<file path="src/hdl/pwts_pkg.sv">
// shared types and constants for the perspective world-to-screen core
package pwts_pkg;

  // fixed datapath widths
  localparam int D_W    = 33;  // point minus camera, Q24.8
  localparam int C_W    = 18;  // axis coefficients, Q1.14 with headroom
  localparam int P_W    = D_W + C_W;  // one dot-product term
  localparam int ACC_W  = 54;  // dot-product sums, Q.22
  localparam int R10_W  = ACC_W - 12;  // right / up after dropping 12 bits
  localparam int DEP_W  = 41;  // positive depth, Q.10
  localparam int INV_W  = 23;
  localparam int M_W    = R10_W + INV_W + 1;  // scaled by inverse tangent
  localparam int RX_W   = M_W - 16;
  localparam int HS_W   = 19;  // signed viewport gain, up to 8192*16
  localparam int N_W    = RX_W + HS_W;  // dividend
  localparam int QB     = 26;  // quotient bits kept before saturation
  localparam int S_W    = QB + 2;  // offset plus quotient
  localparam int OUT_W  = 24;
  localparam int QUEUE_DEPTH = 8;
  localparam int QA_W   = 3;  // queue address bits
  localparam int QC_W   = 4;  // queue / credit count bits

  localparam logic signed [ACC_W-1:0] DEPTH_MIN = ACC_W'(4195);
  localparam logic signed [S_W-1:0] OUT_MAX = S_W'(8388607);
  localparam logic signed [S_W-1:0] OUT_MIN = -S_W'(8388608);

  // configuration register indexes
  typedef enum logic [3:0] {
    REG_CAM_X     = 4'd0,
    REG_CAM_Y     = 4'd1,
    REG_CAM_Z     = 4'd2,
    REG_SIN_PITCH = 4'd3,
    REG_COS_PITCH = 4'd4,
    REG_SIN_YAW   = 4'd5,
    REG_COS_YAW   = 4'd6,
    REG_INV_TAN   = 4'd7
  } reg_index_t;

  typedef struct packed {
    logic signed [31:0] point_x;
    logic signed [31:0] point_y;
    logic signed [31:0] point_z;
  } point_t;

  typedef struct packed {
    logic              visible;
    logic signed [23:0] screen_x;
    logic signed [23:0] screen_y;
  } result_t;

  typedef struct packed {
    logic signed [31:0] cam_x;
    logic signed [31:0] cam_y;
    logic signed [31:0] cam_z;
    logic signed [15:0] sin_pitch;
    logic signed [15:0] cos_pitch;
    logic signed [15:0] sin_yaw;
    logic signed [15:0] cos_yaw;
    logic [INV_W-1:0]   inv_half_fov_tan;
  } cfg_t;

  // classified item handed from front to back
  typedef struct packed {
    logic               visible;
    logic [DEP_W-1:0]   depth10;
    logic signed [R10_W-1:0] right10;
    logic signed [R10_W-1:0] up10;
  } mid_t;

endpackage

</file>
<file path="src/hdl/pwts_queue.sv">
// short queue between front and back ends
module pwts_queue (
  input  logic           clk,
  input  logic           rst,
  input  logic           wr_en,
  input  pwts_pkg::mid_t wr_data,
  input  logic           rd_en,
  output pwts_pkg::mid_t rd_data,
  output logic           empty
);
  import pwts_pkg::*;

  mid_t mem [QUEUE_DEPTH];
  logic [QA_W-1:0] wr_ptr, rd_ptr;
  logic [QC_W-1:0] count;

  // pointers and fill count
  always_ff @(posedge clk) begin
    if (rst) begin
      wr_ptr <= '0;
      rd_ptr <= '0;
      count  <= '0;
    end else begin
      if (wr_en) wr_ptr <= wr_ptr + 1'b1;
      if (rd_en) rd_ptr <= rd_ptr + 1'b1;
      count <= count + QC_W'(wr_en) - QC_W'(rd_en);
    end
  end

  // storage
  always_ff @(posedge clk) begin
    if (wr_en) mem[wr_ptr] <= wr_data;
  end

  assign rd_data = mem[rd_ptr];
  assign empty   = (count == '0);

endmodule

</file>
<file path="config.mk">
export PLATFORM = sky130hd
export DESIGN_NAME = pwts_queue
export DESIGN_NICKNAME = d
export VERILOG_FILES = /design/src/hdl/pwts_pkg.sv /design/src/hdl/pwts_queue.sv
export SDC_FILE = /design/constraint.sdc
export NUM_CORES = 1
export LEC_CHECK = 0
export BUFFER_PORTS_ARGS = -buffer_cell sky130_fd_sc_hd__buf_2
export CAP_MARGIN = 20
export CORE_UTILIZATION = 60
export CTS_CLUSTER_DIAMETER = 40
export DETAILED_ROUTE_END_ITERATION = 8
export GPL_TIMING_DRIVEN = 0
export PLACE_DENSITY = 0.79
export SLEW_MARGIN = 5
export SYNTH_ARGS = -nofsm -noshare
export SYNTH_HDL_FRONTEND = slang
export SYNTH_SLANG_ARGS = --single-unit
</file>
<file path="constraint.sdc">
create_clock -name clk -period 14.9 [get_ports clk]
set_input_delay 2.235 -clock clk [delete_from_list [all_inputs] [get_ports clk]]
set_output_delay 2.235 -clock clk [all_outputs]
set_load 0.01 [all_outputs]
</file>
==> impl_table.tex <==
\begin{tabular}{lr}
\hline
Metric & Value \\
\hline
\multicolumn{2}{l}{\textbf{Clock tree}} \\
Maximum buffer depth of the clock tree & 3 \\
Resized cells post-CTS & 0 \\
Count of buffers added by post-CTS timing repair for setup & 0 \\
Clock tree from TritonCTS & done \\
Number of clock sinks seen by CTS & 1021 \\
Clock insertion delay at the later pin of the skew report & 0.68 ns \\
Clk pin slew, worst setup/hold paths & 0.06 ns \\
Deepest level of the CTS H-tree & 3 \\
Total CTS buffers & 118 \\
CTS Root Cell & clkbuf\_16 \\
CTS Hold Buffers Added & 0 \\
\multicolumn{2}{l}{\textbf{Detailed routing}} \\
Total via count after detailed routing & 17900 \\
Routed WL & 81800 um \\
Met2 wire length & 41500 um \\
Vias per inst & 6.10 \\
Detailed Routing Iterations Pass 1 & 5 \\
Number of remaining DRC errors & 0 \\
Post-detailed-route count of antenna-violating nets & 0 \\
Number of DRC markers after the initial detailed-route iteration & 1565 \\
Top routing layer used & met5 \\
Total met3 wirelength after detailed routing & 6520 um \\
Per-cell routed wire length & 28.0 um \\
Post-Route M1 WL & 31400 um \\
\multicolumn{2}{l}{\textbf{Timing}} \\
Max frequency & 0.179 GHz \\
TNS Setup & 0 ns \\
Post-Route Hold Slack & 0.569 ns \\
Worst Max-Slew Pin Slew & 1.01 ns \\
Share of the clock period used by the worst path after layout & 37.4\% \\
Worst clock skew & 0.0186 ns \\
Final setup vio count & 0 \\
Endpoints failing hold & 0 \\
Time the worst path needs with I/O delays and setup & 5.58 ns \\
Final Max Tran Viols & 0 \\
Slew HR & 32.9\% \\
Setup repair after global routing missed its margin & no \\
\multicolumn{2}{l}{\textbf{Power}} \\
Cell leakage power & 14.9 nW \\
P per Cell Area & 144 nW/um\^{}2 \\
Worst vdd ir & 0.113 mV \\
\multicolumn{2}{l}{\textbf{Synthesis}} \\
Share of flip-flops with an asynchronous set or reset after synthesis & 0\% \\
Ranking of synthesized cells by instance count & edfxtp\_1, mux4\_2, mux2\_2, buf\_2, clkbuf\_1 \\
Top-area cell type share of the netlist area & 78.8\% \\
Syn avg cell area & 25.2 sq um \\
Largest area contributor in the synthesized netlist & edfxtp\_1 \\
Synthesized area & 38400 sq um \\
Register bit count reported by yosys & 1021 \\
Sequential fraction of the synthesis area & 79.5\% \\
Distinct cells, synth & 23 \\
Net Count, Synth & 1662 \\
Yosys warning total & 0 \\
Mapped Cells & 1524 \\
Library cell with the highest instance count after synthesis & edfxtp\_1 \\
Most common flop cell mapped by yosys & edfxtp\_1 \\
Main area contributors after synthesis & edfxtp\_1, mux4\_2, mux2\_2, dfxtp\_1, buf\_6 \\
Count of flip-flops with a built-in enable after synthesis & 1008 \\
\multicolumn{2}{l}{\textbf{Die}} \\
Width of the chip & 255 um \\
I/O Pins & 257 \\
Overall die height & 255 um \\
Number of core rows & 92 \\
Core Box Area & 63200 sq um \\
Die area & 65000 sq um \\
Starting Density & 60.8\% \\
\multicolumn{2}{l}{\textbf{Finish}} \\
Area grow syn2layout & 19.4\% \\
Share of post-route cells with drive strength above 1 & 45.5\% \\
Final net count & 2106 \\
Post-Layout Cell Count & 2926 \\
\multicolumn{2}{l}{\textbf{GRT}} \\
Antenna violations before repair & 23 \\
Wire length of the first global-routing pass & 119000 um \\
Overall overflow remaining after global route & 0 \\
Vias in the first global route & 18800 \\
Total global-route track usage & 25.7\% \\
Largest net degree at the start of global routing & 26 \\
\multicolumn{2}{l}{\textbf{Setup path}} \\
Count of cells along the worst register-to-register path & 8 \\
Type of destination of the critical path & output pin \\
Crit Path Class & flip-flop to output pin \\
Maximum fanout along the worst path & 10 \\
Data arrival time of the worst path & 3.34 ns \\
Required arrival time at the worst endpoint & 12.66 ns \\
CP startpoint kind & flip-flop \\
\multicolumn{2}{l}{\textbf{Status}} \\
Status & finished clean \\
\multicolumn{2}{l}{\textbf{Placement}} \\
Total instance count after detailed placement & 2694 \\
Estimated wirelength of the detail-placed design & 48900 um \\
Count of input and output buffers & 256 \\
Global placement routability congestion & 0.738 \\
\multicolumn{2}{l}{\textbf{Job}} \\
Maximum capacitance violations & 0 \\
\multicolumn{2}{l}{\textbf{Min path}} \\
Min-delay worst type & flip-flop to flip-flop \\
Depth of the worst hold-timing path & 2 \\
\hline
\end{tabular}
state kept, by name, summed over array words and instances (netlist names), named ones only:
name and count:
mem 1008, count 4, rd_ptr 3, wr_ptr 3
layout by cell type, fill, tap and decap left out, types with 3 or more instances in the layout:
cell | netlist | final
buf_2 | 25 | 281
buf_16 | 0 | 11
edfxtp_1 | 1008 | 1008
clkbuf_1 | 22 | 36
nand2_1 | 4 | 4
dfxtp_1 | 13 | 13
clkinv_2 | 0 | 18
buf_8 | 0 | 3
diode_2 | 0 | 13
ha_1 | 7 | 7
inv_6 | 0 | 9
nor2_4 | 0 | 6
clkbuf_16 | 0 | 119
buf_1 | 4 | 4
nand2b_1 | 4 | 4
clkinv_4 | 0 | 8
buf_6 | 20 | 32
mux4_2 | 252 | 252
xor2_1 | 3 | 3
clkinv_1 | 0 | 20
inv_8 | 0 | 3
mux2_2 | 126 | 126
clkinv_8 | 0 | 6
inv_1 | 7 | 7
clkinvlp_4 | 0 | 10
bufinv_16 | 0 | 11
nor2_1 | 16 | 10
buf_4 | 0 | 17
buf_12 | 0 | 25
final cells by class:
| class | instances | area [sq um] |
|---|---|---|
| antenna | 13 | 32.5 |
| buffer | 71 | 448 |
| clock buffer | 133 | 3030 |
| clock inverter | 86 | 871 |
| fill | 3391 | 17300 |
| inverter | 7 | 26.3 |
| multi-input combinational | 425 | 7470 |
| sequential | 1021 | 30500 |
| tap | 846 | 1060 |
| timing repair buffer | 324 | 2390 |
per-layer routing:
| metal | vias up | track usage [%] |
|---|---|---|
| met5 | - | 0 |
| met4 | 26 | 9.41 |
| met3 | 164 | 6.15 |
| met2 | 736 | 42.2 |
| met1 | 9447 | 34.1 |
| li1 | 7484 | - |
report_power, final:
part / leakage, nW / internal (mW) / total, mW / switching [mW]
logic: 3.74 / 0.251 / 0.538 / 0.287
clock network: 1.88 / 1.67 / 2.83 / 1.16
registers: 9.26 / 3.24 / 3.25 / 0.0194
final timing paths:
check             startpoint           end  slack (ns)
setup / recovery   flip-flop  rd_data[101]        9.32
hold / removal     rd_ptr[1]     rd_ptr[1]        0.57
setup reg to reg   wr_ptr[2]    mem[4][68]       12.21
hold reg to reg    rd_ptr[1]     rd_ptr[1]        0.57
critical path, stage by stage (launching register included):
cell and delay, ns:
dfxtp_1 0.32, buf_2 0.27, clkbuf_1 0.79, buf_2 0.46
mux4_2 0.38, mux2_2 0.31, buf_2 0.14
through the flow:
stage          utilization (%)  worst slack (ns)  power [mW]  area, sq um
2_1_floorplan                -              3.30        3.64        38400
3_3_place_gp              64.5             -5.27        3.84        40800
3_5_place_dp              66.3             10.04        3.85        41900
4_1_cts                   72.5              9.25        6.66        45800
5_1_grt                   72.5              9.23        6.80        45800
6_report                  72.6              9.32        6.62        45900
cell families after synthesis:
| logic type | after synthesis | share of synthesized area [%] |
|---|---|---|
| AO/OA/AOI/OAI | 3 | 0.0489 |
| AND/OR/NAND/NOR | 29 | 0.332 |
| flip-flops | 1021 | 79.5 |
| multiplexers | 380 | 18.5 |
| XOR/XNOR | 5 | 0.114 |
| buffers and inverters | 78 | 1.23 |
| adder cells (fa/ha/maj) | 8 | 0.280 |
Power figures use the tool's default switching activity.
